$ cat src/rtl/css_pkg.sv
package css_pkg;

  localparam int COUNT_BITS_DEF = 32;
  localparam int CFG_W          = 32;
  localparam int IDX_W          = 2;
  localparam int CT_W           = 3;
  localparam int HIST_DEPTH     = 13;
  localparam int HEAD_DEPTH     = 16;
  localparam int HEAD_AW        = $clog2(HEAD_DEPTH);
  localparam int SIG_COUNT      = 12;
  localparam int SIG_MAX        = 14;
  localparam int RISK_W         = 4;

  localparam logic [CFG_W-1:0] SIZE_LIMIT_RST = 32'd52428800;

  // register indexes
  localparam logic [IDX_W-1:0] REG_CONTENT_TYPE = 2'd0;
  localparam logic [IDX_W-1:0] REG_SIZE_LIMIT   = 2'd1;

  // content type codes
  localparam logic [CT_W-1:0] CT_NONE = 3'd0;
  localparam logic [CT_W-1:0] CT_JPEG = 3'd1;
  localparam logic [CT_W-1:0] CT_PNG  = 3'd2;
  localparam logic [CT_W-1:0] CT_WEBP = 3'd3;
  localparam logic [CT_W-1:0] CT_HEIF = 3'd4;

  // signatures right-aligned: the byte that ends a match sits in bits [7:0]
  localparam logic [SIG_MAX*8-1:0] SIG_TEXT [SIG_COUNT] = '{
    "\\x00",
    "\\x0a",
    "\\x0d",
    "<script",
    "</script>",
    "javascript:",
    "vbscript:",
    "data:text/html",
    "<?php",
    "<?=",
    "<!--#",
    "\\xff\\xd8\\xff"
  };

  localparam int SIG_LEN [SIG_COUNT] = '{4, 4, 4, 7, 9, 11, 9, 14, 5, 3, 5, 12};

  localparam logic [63:0] PNG_MAGIC = 64'h89504E470D0A1A0A;
  localparam logic [31:0] TXT_RIFF  = "RIFF";
  localparam logic [31:0] TXT_WEBP  = "WEBP";
  localparam logic [31:0] TXT_FTYP  = "ftyp";
  localparam logic [31:0] TXT_HEIC  = "heic";
  localparam logic [31:0] TXT_HEIX  = "heix";
  localparam logic [31:0] TXT_HEVC  = "hevc";
  localparam logic [31:0] TXT_HEVX  = "hevx";
  localparam logic [31:0] TXT_MIF1  = "mif1";

  localparam logic [7:0] JPEG_SOI0  = 8'hFF;
  localparam logic [7:0] JPEG_SOI1  = 8'hD8;
  localparam logic [7:0] JPEG_EOI0  = 8'hFF;
  localparam logic [7:0] JPEG_EOI1  = 8'hD9;

  localparam int RISK_MATCH  = 8;
  localparam int RISK_FORMAT = 6;
  localparam int RISK_SIZE   = 2;
  localparam int RISK_CAP    = 10;

endpackage

$ cat src/rtl/css_cell.sv
module css_cell #(
  parameter int POS = 0
) (
  input  logic                         clk,
  input  logic                         rst,
  input  logic                         shift_en,
  input  logic                         clear,
  input  logic [7:0]                   byte_in,
  output logic [7:0]                   byte_out,
  output logic [css_pkg::SIG_COUNT-1:0] hit
);
  import css_pkg::*;

  // this cell holds the byte that lies POS+1 places before the current one
  localparam int OFS = POS + 1;

  always_ff @(posedge clk) begin
    if (rst || clear) begin
      byte_out <= '0;
    end else if (shift_en) begin
      byte_out <= byte_in;
    end
  end

  // positions beyond a signature's length do not care
  always_comb begin
    for (int s = 0; s < SIG_COUNT; s++) begin
      if (OFS >= SIG_LEN[s]) begin
        hit[s] = 1'b1;
      end else begin
        hit[s] = (byte_out == SIG_TEXT[s][8*OFS +: 8]);
      end
    end
  end

endmodule

$ cat src/rtl/content_signature_scanner.sv
// Content signature scanner. Takes a buffer one byte per request on the s_ side,
// s_tlast marking its final byte, and returns one 8-bit verdict on the m_ side for
// each buffer, in the cycle after its last byte. A new byte is taken every cycle: a
// row of thirteen history cells shifts the recent bytes along and compares each
// against its column of the twelve text signatures, and a verdict waiting in the
// output register only stalls the input once a second verdict would follow it.
// The format register selects a JPEG, PNG, WebP or HEIF magic check on the first
// sixteen bytes (JPEG also checks the FF D9 trailer); size_limit sets the byte
// count above which size_warning is raised. Write the configuration only while no
// buffer is in progress.
module content_signature_scanner #(
  parameter int COUNT_BITS = css_pkg::COUNT_BITS_DEF
) (
  input  logic                       clk,
  input  logic                       rst,
  input  logic                       s_tvalid,
  output logic                       s_tready,
  input  logic [7:0]                 s_tdata,   // data_byte
  input  logic                       s_tlast,   // last_byte
  output logic                       m_tvalid,
  input  logic                       m_tready,
  // is_safe, pattern_found, format_bad, size_warning, risk_tenths[3:0]
  output logic [7:0]                 m_tdata,
  input  logic                       cfg_we,
  input  logic [css_pkg::IDX_W-1:0]  cfg_index,
  input  logic [css_pkg::CFG_W-1:0]  cfg_data
);
  import css_pkg::*;

  localparam int CMP_W = (COUNT_BITS > CFG_W) ? COUNT_BITS : CFG_W;

  logic [CT_W-1:0]       fmt_sel;
  logic [CFG_W-1:0]      size_limit;
  logic [COUNT_BITS-1:0] bytes_seen;
  logic [COUNT_BITS-1:0] count_next;
  logic                  match_seen;
  logic [7:0]            head [HEAD_DEPTH];
  logic [7:0]            head_view [HEAD_DEPTH];
  logic [31:0]           head_word [HEAD_DEPTH/4];

  logic [7:0]            hist [HIST_DEPTH];
  logic [SIG_COUNT-1:0]  cell_hit [HIST_DEPTH];
  logic [SIG_COUNT-1:0]  sig_hit;

  logic                  accept;
  logic                  shift_en;
  logic                  clear;
  logic                  head_wr;
  logic [HEAD_AW-1:0]    head_idx;
  logic                  pf;
  logic                  fmt_ok;
  logic                  sw;
  logic [RISK_W:0]       risk_sum;
  logic [RISK_W-1:0]     risk;

  // only a last byte needs room in the output register
  assign s_tready = !m_tvalid || m_tready || !s_tlast;
  assign accept   = s_tvalid && s_tready;
  assign shift_en = accept && !s_tlast;
  assign clear    = accept && s_tlast;

  genvar k;
  generate
    for (k = 0; k < HIST_DEPTH; k++) begin : g_cell
      css_cell #(.POS(k)) u_cell (
        .clk      (clk),
        .rst      (rst),
        .shift_en (shift_en),
        .clear    (clear),
        .byte_in  ((k == 0) ? s_tdata : hist[(k == 0) ? 0 : k-1]),
        .byte_out (hist[k]),
        .hit      (cell_hit[k])
      );
    end
  endgenerate

  assign count_next = (&bytes_seen) ? bytes_seen : bytes_seen + 1'b1;
  assign head_wr    = (bytes_seen < COUNT_BITS'(HEAD_DEPTH));
  assign head_idx   = bytes_seen[HEAD_AW-1:0];

  always_comb begin
    for (int s = 0; s < SIG_COUNT; s++) begin
      sig_hit[s] = (s_tdata == SIG_TEXT[s][7:0])
                && (bytes_seen >= COUNT_BITS'(SIG_LEN[s] - 1));
      for (int c = 0; c < HIST_DEPTH; c++) begin
        sig_hit[s] = sig_hit[s] && cell_hit[c][s];
      end
    end
  end

  // head as it stands once the current byte is written
  always_comb begin
    for (int i = 0; i < HEAD_DEPTH; i++) begin
      head_view[i] = (head_wr && head_idx == HEAD_AW'(i)) ? s_tdata : head[i];
    end
    for (int w = 0; w < HEAD_DEPTH/4; w++) begin
      head_word[w] = {head_view[4*w], head_view[4*w+1], head_view[4*w+2], head_view[4*w+3]};
    end
  end

  always_comb begin
    case (fmt_sel)
      CT_JPEG: begin
        fmt_ok = (count_next >= COUNT_BITS'(4))
              && head_view[0] == JPEG_SOI0 && head_view[1] == JPEG_SOI1
              && head_view[2] == JPEG_SOI0
              && hist[0] == JPEG_EOI0 && s_tdata == JPEG_EOI1;
      end
      CT_PNG: begin
        fmt_ok = (count_next >= COUNT_BITS'(8)) && {head_word[0], head_word[1]} == PNG_MAGIC;
      end
      CT_WEBP: begin
        fmt_ok = (count_next >= COUNT_BITS'(12))
              && head_word[0] == TXT_RIFF && head_word[2] == TXT_WEBP;
      end
      CT_HEIF: begin
        fmt_ok = (count_next >= COUNT_BITS'(16)) && head_word[1] == TXT_FTYP
              && (head_word[2] == TXT_HEIC || head_word[2] == TXT_HEIX
               || head_word[2] == TXT_HEVC || head_word[2] == TXT_HEVX
               || head_word[2] == TXT_MIF1);
      end
      default: begin
        fmt_ok = 1'b1;
      end
    endcase
  end

  assign pf = match_seen || (|sig_hit);
  assign sw = CMP_W'(count_next) > CMP_W'(size_limit);

  assign risk_sum = (pf      ? (RISK_W+1)'(RISK_MATCH)  : '0)
                  + (!fmt_ok ? (RISK_W+1)'(RISK_FORMAT) : '0)
                  + (sw      ? (RISK_W+1)'(RISK_SIZE)   : '0);
  assign risk = (risk_sum > (RISK_W+1)'(RISK_CAP)) ? RISK_W'(RISK_CAP) : risk_sum[RISK_W-1:0];

  always_ff @(posedge clk) begin
    if (rst) begin
      fmt_sel    <= CT_NONE;
      size_limit <= SIZE_LIMIT_RST;
    end else if (cfg_we) begin
      case (cfg_index)
        REG_CONTENT_TYPE: fmt_sel    <= cfg_data[CT_W-1:0];
        REG_SIZE_LIMIT:   size_limit <= cfg_data;
        default: ;
      endcase
    end
  end

  always_ff @(posedge clk) begin
    if (rst) begin
      bytes_seen <= '0;
      match_seen <= 1'b0;
    end else if (clear) begin
      bytes_seen <= '0;
      match_seen <= 1'b0;
    end else if (accept) begin
      bytes_seen <= count_next;
      match_seen <= pf;
    end
  end

  always_ff @(posedge clk) begin
    if (accept && head_wr) begin
      head[head_idx] <= s_tdata;
    end
  end

  always_ff @(posedge clk) begin
    if (rst) begin
      m_tvalid <= 1'b0;
    end else if (clear) begin
      m_tvalid <= 1'b1;
    end else if (m_tready) begin
      m_tvalid <= 1'b0;
    end
  end

  always_ff @(posedge clk) begin
    if (clear) begin
      m_tdata <= {risk, sw, !fmt_ok, pf, !pf && fmt_ok};
    end
  end

endmodule

$ cat config.mk
export PLATFORM = sky130hd
export DESIGN_NAME = content_signature_scanner
export DESIGN_NICKNAME = d
export VERILOG_FILES = /design/src/rtl/css_pkg.sv /design/src/rtl/css_cell.sv /design/src/rtl/content_signature_scanner.sv
export SDC_FILE = /design/constraint.sdc
export NUM_CORES = 1
export LEC_CHECK = 0
export ABC_AREA = 1
export BUFFER_PORTS_ARGS = -buffer_cell sky130_fd_sc_hd__buf_2
export CAP_MARGIN = 20
export CORE_ASPECT_RATIO = 1.75
export CORE_MARGIN = 2
export CORE_UTILIZATION = 54
export DETAILED_ROUTE_END_ITERATION = 10
export PLACE_DENSITY = 0.84
export RECOVER_POWER = 50
export SYNTH_ARGS = -nofsm -noshare
export SYNTH_HDL_FRONTEND = slang
export SYNTH_SLANG_ARGS = --single-unit
$ cat constraint.sdc
create_clock -name clk -period 3.6 [get_ports clk]
set_input_delay 0.54 -clock clk [delete_from_list [all_inputs] [get_ports clk]]
set_output_delay 0.54 -clock clk [all_outputs]
set_load 0.01 [all_outputs]
After elaboration in Yosys (flattened, before gate mapping)
Memories as Yosys holds them, arrays and structs flattened.
Cells that the tools add are included.
{"block": "op_classes", "mux": 21, "eq_ne": 92, "n_reduce_logical": 134, "add_sub_neg": 3, "n_lt_le_gt_ge": 15}
{"cell": "8-bit by 7-bit equality test with 1-bit output (second input constant)", "count": 43}
{"cell": "32-bit by 31-bit equality test with 1-bit output (second input constant)", "count": 8}
{"cell": "32-bit by 4-bit >= comparator with 1-bit output (second input constant)", "count": 6}
{"cell": "8-bit by 6-bit equality test with 1-bit output (second input constant)", "count": 19}
{"cell": "1-bit logical AND", "count": 114}
{"cell": "32-bit by 3-bit >= comparator with 1-bit output (second input constant)", "count": 3}
{"cell": "8-bit two-way mux", "count": 12}
{"cell": "64-bit equality test (second input constant)", "count": 1}
{"cell": "32-bit by 2-bit >= comparator with 1-bit output (second input constant)", "count": 2}
{"cell": "8-bit equality test (second input constant)", "count": 5}
{"cell": "32-bit by 1-bit adder with 32-bit output (second input constant)", "count": 1}
{"cell": "32-bit by 5-bit >= comparator with 1-bit output (second input constant)", "count": 1}
{"cell": "32-bit > comparator", "count": 1}
{"cell": "32-bit by 5-bit < comparator with 1-bit output (second input constant)", "count": 1}
{"cell": "32-bit two-way mux", "count": 1}
{"cell": "32-bit AND reduction", "count": 1}
{"cell": "4-bit by 3-bit equality test with 1-bit output (second input constant)", "count": 4}
{"cell": "4-bit equality test (second input constant)", "count": 4}
{"cell": "12-bit OR reduction", "count": 1}
{"cell": "4-bit by 2-bit equality test with 1-bit output (second input constant)", "count": 2}
{"cell": "1-bit logical OR", "count": 8}
{"cell": "3-bit by 2-bit equality test with 1-bit output (second input constant)", "count": 2}
{"cell": "4-bit by 3-bit adder with 5-bit output", "count": 1}
{"cell": "5-bit by 2-bit adder with 5-bit output", "count": 1}
{"cell": "16 further kinds", "count": 23}
{"block": "word_totals", "wordCells": 286, "mem_bits_rw": 128, "regBits": 181, "memories": 1, "in_bits": 48}
{"memory": "head", "depth": 16, "word_bits": 8, "read_ports": 12, "rd_ports_with_merged_regs": 0, "wr": 1, "line_no": "content_signature_scanner.sv:37", "rtl": "logic [7:0] head [HEAD_DEPTH];"}

Logic depth before layout (Yosys ltp)
{"block": "depth", "word_depth": 21, "ltp_mapped": 25}

Cells and area by module
A second synthesis with hierarchy kept.
{"block": "unflattened", "cells_unflattened": 2485, "hier_area_um2": 17235.3}
{"mod": "content_signature_scanner", "area_each_um2": 11088.1, "cells_each": 1546, "n_inst": 1}
{"mod": "css_cell (g_cell[8].u_cell)", "area_each_um2": 549.3, "cells_each": 84, "n_inst": 1}
{"mod": "css_cell (g_cell[1].u_cell)", "area_each_um2": 548.0, "cells_each": 86, "n_inst": 1}
{"mod": "css_cell (g_cell[12].u_cell)", "area_each_um2": 514.2, "cells_each": 72, "n_inst": 1}
{"mod": "css_cell (g_cell[11].u_cell)", "area_each_um2": 513.0, "cells_each": 72, "n_inst": 1}
{"mod": "css_cell (g_cell[2].u_cell)", "area_each_um2": 474.2, "cells_each": 78, "n_inst": 1}
{"mod": "css_cell (g_cell[6].u_cell)", "area_each_um2": 470.5, "cells_each": 75, "n_inst": 1}
{"mod": "css_cell (g_cell[0].u_cell)", "area_each_um2": 451.7, "cells_each": 76, "n_inst": 1}
{"mod": "css_cell (g_cell[3].u_cell)", "area_each_um2": 446.7, "cells_each": 70, "n_inst": 1}
{"mod": "css_cell (g_cell[7].u_cell)", "area_each_um2": 445.4, "cells_each": 68, "n_inst": 1}
{"mod": "css_cell (g_cell[9].u_cell)", "area_each_um2": 442.9, "cells_each": 67, "n_inst": 1}
{"mod": "css_cell (g_cell[5].u_cell)", "area_each_um2": 439.2, "cells_each": 66, "n_inst": 1}
{"mod": "css_cell (g_cell[4].u_cell)", "area_each_um2": 427.9, "cells_each": 64, "n_inst": 1}
{"mod": "css_cell (g_cell[10].u_cell)", "area_each_um2": 424.2, "cells_each": 61, "n_inst": 1}

Worst setup path after synthesis
Ideal clock, no wire load.
{"block": "synth_timing", "kind": "register to register", "start": "register bytes_seen[0]", "end": "register m_tdata[7] (data pin)", "path_stages_with_launch": 25, "path_buffers": 2, "setup_slack_ps": 95, "required_time_ps": 3345, "t_arrival_ps": 3251, "path_cell_list": "dfxtp_1 > ha_1 > buf_2 > nand3_2 > inv_2 > nand2_1 > nor2_1 > nand2_1 > buf_2 > mux2_2 > ha_1 > inv_1 > nor2_1 > nor2_1 > o21a_1 > o221ai_1 > a21oi_1 > o21a_1 > a31oi_1 > ha_1 > inv_1 > nand2_1 > nand2_1 > inv_1 > nand2_1"}
{"element": "start, declared", "line_no": "content_signature_scanner.sv:34", "rtl": "logic [COUNT_BITS-1:0] bytes_seen;"}
{"element": "start signal, assigned", "line_no": "content_signature_scanner.sv:157", "rtl": "bytes_seen <= count_next;"}
{"element": "32-bit by 1-bit adder with 32-bit output / 32-bit AND reduction (equally long branches)", "line_no": "content_signature_scanner.sv:77", "rtl": "assign count_next = (&bytes_seen) ? bytes_seen : bytes_seen + 1'b1;"}
{"element": "32-bit two-way mux *", "line_no": "content_signature_scanner.sv:77"}
{"element": "net count_next[1]", "line_no": "content_signature_scanner.sv:35", "rtl": "logic [COUNT_BITS-1:0] count_next;"}
{"element": "32-bit > comparator *", "line_no": "content_signature_scanner.sv:129", "rtl": "assign sw = CMP_W'(count_next) > CMP_W'(size_limit);"}
{"element": "net sw", "line_no": "content_signature_scanner.sv:52", "rtl": "logic sw;"}
{"element": "2-bit two-way mux *", "line_no": "content_signature_scanner.sv:133", "rtl": "+ (sw ? (RISK_W+1)'(RISK_SIZE) : '0);"}
{"element": "5-bit by 2-bit adder with 5-bit output *", "line_no": "content_signature_scanner.sv:133"}
{"element": "5-bit by 4-bit > comparator with 1-bit output", "line_no": "content_signature_scanner.sv:134", "rtl": "assign risk = (risk_sum > (RISK_W+1)'(RISK_CAP)) ? RISK_W'(RISK_CAP) : risk_sum[RISK_W-1:0];"}
{"element": "end signal, assigned", "line_no": "content_signature_scanner.sv:180", "rtl": "m_tdata <= {risk, sw, !fmt_ok, pf, !pf && fmt_ok};"}
{"element": "end, declared", "line_no": "content_signature_scanner.sv:23", "rtl": "output logic [7:0] m_tdata,"}
The timed path passes the listed nets; every way through them passes the cells marked *.
A chain may end at the register's enable or synchronous reset.

Final worst setup path
Same ends and word-level chain as after synthesis.

==> flow_results.org <==
** Run status
- The flow ran to the end, and the final reports show no timing, DRC or antenna violations.

** Timing
- Number of hold violations in the final report :: 0
- Setup violations remaining at the end of the flow were counted as 0.
- Timing would allow up to 0.291 GHz.
- For the final database, setup skew stands at 0.0227 ns.
- The count of pins over their slew limit is 0.
- Minimum clock period :: 3.44 ns
- Worst slew pin tran :: 1.35 ns
- In the finished design, the share of the clock period the worst path needs comes to 0.954.
- Across all hold checks on the routed design, the worst slack comes to 0.202 ns.
- Slew HR :: 0.103

** Global routing
- The via count of the first global-routing pass came to 14400.
- For met2 alone, demand over resource in global routing was 0.556.
- Initial antenna violation count :: 0
- The first global-routing pass estimated 71.5 mm of wire.
- Global routing met1 resource utilization :: 0.318
- Entering global routing, the biggest net connects 82 pins.
- In the global route stage, met3 resource usage came out at 0.0416.
- Layer with the highest usage :: met2
- In the global route stage, overall resource usage came out at 0.314.
- Summed over all layers, the global routing overflow is 0.

** Floorplan
- Core Region :: 0.0273 mm2
- Row count :: 80
- The die covers 0.0291 mm2.
- Die Y :: 224 um
- Die W :: 130 um
- Num ports :: 58
- Initial core utilization :: 0.548

** Power
- Clock Power Share :: 0.407
- Worst ir drop on vdd :: 387 uV
- Power per Cell Area :: 424 mW/mm2
- Sw power :: 0.00191 W
- Total chip power :: 0.00719 W
- Combinational power share :: 0.117
- In this run the static leakage power is 7.15 nW.
- Of the total power, registers draw 0.476.
- Fraction of power spent switching nets :: 0.265
- Internal power :: 0.00528 W

** Logic synthesis
- Top_reg_cell synth :: dfxtp_1
- Simple logic cell fraction of the synthesized area :: 0.294
- Mean cell area of the mapped netlist :: 7.13 um2
- The cell area that synthesis handed to floorplanning was 0.0150 mm2.
- Area share of xor/xnor cells in the synthesized design :: 0.00585
- Portion of the post-synthesis area used by sequential elements :: 0.438
- dfxtp_1 takes more of the synthesized area than any other cell.
- Count of flip-flops with a built-in enable after synthesis :: 103
- Fraction of post-synthesis cell area in the top cell type by area :: 0.231
- Mux contribution to synthesized area :: 0.000752
- Of the total synthesized cell area, the portion taken by full adders, half adders and majority gates is 0.0326.
- Synth top area cells :: dfxtp_1 (23%), edfxtp_1 (21%), nand2_1 (12%)
- By area, the combinational part of the netlist is dominated by simple AND/OR/NAND/NOR gates.
- In this run, distinct cell masters in the synthesized netlist total 50.
- Number of cells produced by synthesis :: 2101
- The number of nets in the synthesized netlist is 2188.
- The Yosys step of the flow raised 0 warnings.
- In this run, synthesis produced a sequential element count of 276.
- The complex-gate fraction of the synthesized area came to 0.136.
- After synthesis, the share of flip-flops with an asynchronous set or reset is 0.

** Clock tree
- Counting along the longest clock path gives a buffer depth of 3.
- Count of hold-fix buffers inserted at cts :: 0
- # H-tree levels :: 1
- For this design, the sink count on the clock tree is 276.
- In this run, CTS created clock tree buffers numbering 26.
- CTS placed an instance of clkbuf_16 at the clock tree root.
- TritonCTS clock tree :: built
- The later pin in the worst-skew pair is clocked with a latency of 0.56 ns.
- After clock tree synthesis, the clock-pin slew on the worst setup and hold paths is 0.07 ns.

** Cells and area
- Net total in the final layout :: 2265
- The number of antenna diodes in the final layout is 0.
- Of the cells placed in the final design, the portion with a size suffix greater than 1 is 0.0978.
- Post-layout utilization of the core :: 0.620
- Layout Area Growth over Synthesis :: 13.2%

** Drt
- Drt first pass iters :: 8
- Wires add up to 46.4 mm.
- Once detail routing completed, the nets flagged for antenna violations numbered 0.
- Dividing the detail-routed wire length by the instance count gives 18.1 um.
- After detailed routing, the number of remaining DRC violations is 0.
- After detailed routing, the number of vias per cell comes to 5.77.
- Total via count in the routed design :: 14800
- After the first detailed-routing iteration, the DRC count stood at 1180.

** Setup path
- STA classifies the critical path startpoint as a flip-flop.
- Highest fanout seen on the critical path :: 4
- Number of buffer and inverter stages on the critical path :: 3
- STA puts the critical path data arrival time at 3.75 ns.
- Most used cell, CP :: nand2_1
- On the worst path, the slowest cell contributes a delay of 0.34 ns.
- Critical Path Slowest Stage Cell :: dfxtp_1
- STA classifies the critical path endpoint as a flip-flop.
- Walking the worst path, the cells encountered are ha_2 > nand3_2 > nor2_2 > nand3_2 > inv_1 > nand3_1 > nand2_1 > nand2_1 > ha_1 > nand4_1 > nor3_2 > nand4_1 > o21a_1 > a31oi_2 > ha_2 > inv_1 > nand2_1 > nand2_1 > inv_1 > nand2_1.
- For the worst setup path, the data required time is 3.92 ns.
- Grouping stages by cell kind, the critical path spends the most delay in simple AND/OR/NAND/NOR gates.
- Crit path kind :: reg2reg

** Flow run
- Max-cap violations in this run came to 0.

** Worst hold path
- Hold WC Path Type :: in2reg

** Placement
- The count of buffers added on input and output ports is 56.
- Final RePlAce weighted congestion :: 1.02
- HPWL after detailed placement :: 34.0 mm
cell families (layout without fill, tap and decap cells):
family	Yosys count	in the layout
simple gates	1027	1028
compound gates	393	393
buf+inv	354	450
flops	276	276
fa+ha+maj	39	39
xor+xnor	10	10
other cells	1	1
mux	1	1
routing by layer:
metal | share of wire | up-vias | wire length [um]
met5 | 0 | - | 0
met4 | 0.095 | 0 | 4410
met3 | 0.056 | 247 | 2620
met2 | 0.51 | 667 | 23600
met1 | 0.34 | 6806 | 15800
li1 | - | 7090 | -
tightest hold or removal path: cells and delay by family:
kind,cells,cell delay [ns]
buffers and inverters,1,0.07
AOI/OAI and AO/OA,1,0.07
and+or+nand+nor,1,0.04
sequential cells by signal, summed over array words and instances, names as in the netlist:
name                    cells
m_tvalid                    1
m_tdata                     7
match_seen                  1
fmt_sel                     3
head                       96
g_cell.u_cell.byte_out    104
bytes_seen                 32
size_limit                 32
final cells by class:
cell class,count,area (um2)
multi-input cells,1472,7170
well taps,369,462
clock inverters,9,109
repair buffers,132,830
clock buffers,39,802
flip-flops and latches,276,6560
fillers,2497,10400
inverters,270,1010
metrics by stage:
step	instances	area, um2	setup TNS, ns	setup WS [ns]
global route	2567	16900	-0.0553	-0.0537
floorplan	2101	15000	0	0.0945
CTS	2561	16800	0	0.0349
finish	2567	16900	0	0.165
global placement	2513	15900	0	0.115
detailed placement	2513	15900	0	0.0571
repair_timing:
item	in CTS	in global routing
setup buffers	0	5
gates resized for setup	0	35
setup endpoints to repair	0	3
endpoints found under the hold margin	0	0
cells in the final DEF (no fill, tap or decap), drive strengths merged, types with 2 or more instances in the layout:
master,instances
a211oi,6
a21oi,190
and2,2
buf,105
bufinv,2
clkbuf,66
clkinv,10
dfxtp,173
edfxtp,103
ha,39
inv,267
nand2,470
nand3,166
nand3b,2
nand4,40
nor2,277
nor3,32
nor4,29
nor4b,2
o2111ai,2
o211ai,4
o21a,3
o21ai,181
o221ai,2
or2,5
xor2,9
worst paths after layout:
| check | from | endpoint | slack, ns | depth (start not counted) |
|---|---|---|---|---|
| max | bytes_seen[0] | m_tdata[7] | 0.16 | 20 |
| min | cfg_data[21] | size_limit[21] | 0.20 | 3 |
| max reg2reg | bytes_seen[0] | m_tdata[7] | 0.16 | 20 |
| min reg2reg | g_cell[12].u_cell.byte_out[3] | g_cell[12].u_cell.byte_out[3] | 0.46 | 2 |
power by group through the flow:
stage / clock network, W / logic [W] / registers, W
after global routing: 0.00306 / 0.000923 / 0.00343
after floorplan: 0 / 0.000511 / 0.00346
after detailed placement: 0 / 0.000798 / 0.00348
after CTS: 0.00295 / 0.000804 / 0.00341
final: 0.00293 / 0.000840 / 0.00342
after global placement: 0 / 0.000778 / 0.00348
synthesized netlist by cell type, types with 5 or more instances:
cell	n
nor4_1	29
a21oi_1	190
a211oi_1	6
xor2_1	9
nor3_1	32
inv_2	8
nand2_1	463
inv_1	260
nand3_1	164
nor2_2	5
edfxtp_1	103
nor2_1	268
o21ai_1	10
buf_4	7
o21ai_0	168
dfxtp_1	173
ha_1	39
nand2_2	6
nand4_1	40
clkbuf_1	60
buf_2	14
No activity file was read; power rests on OpenSTA's default activity.
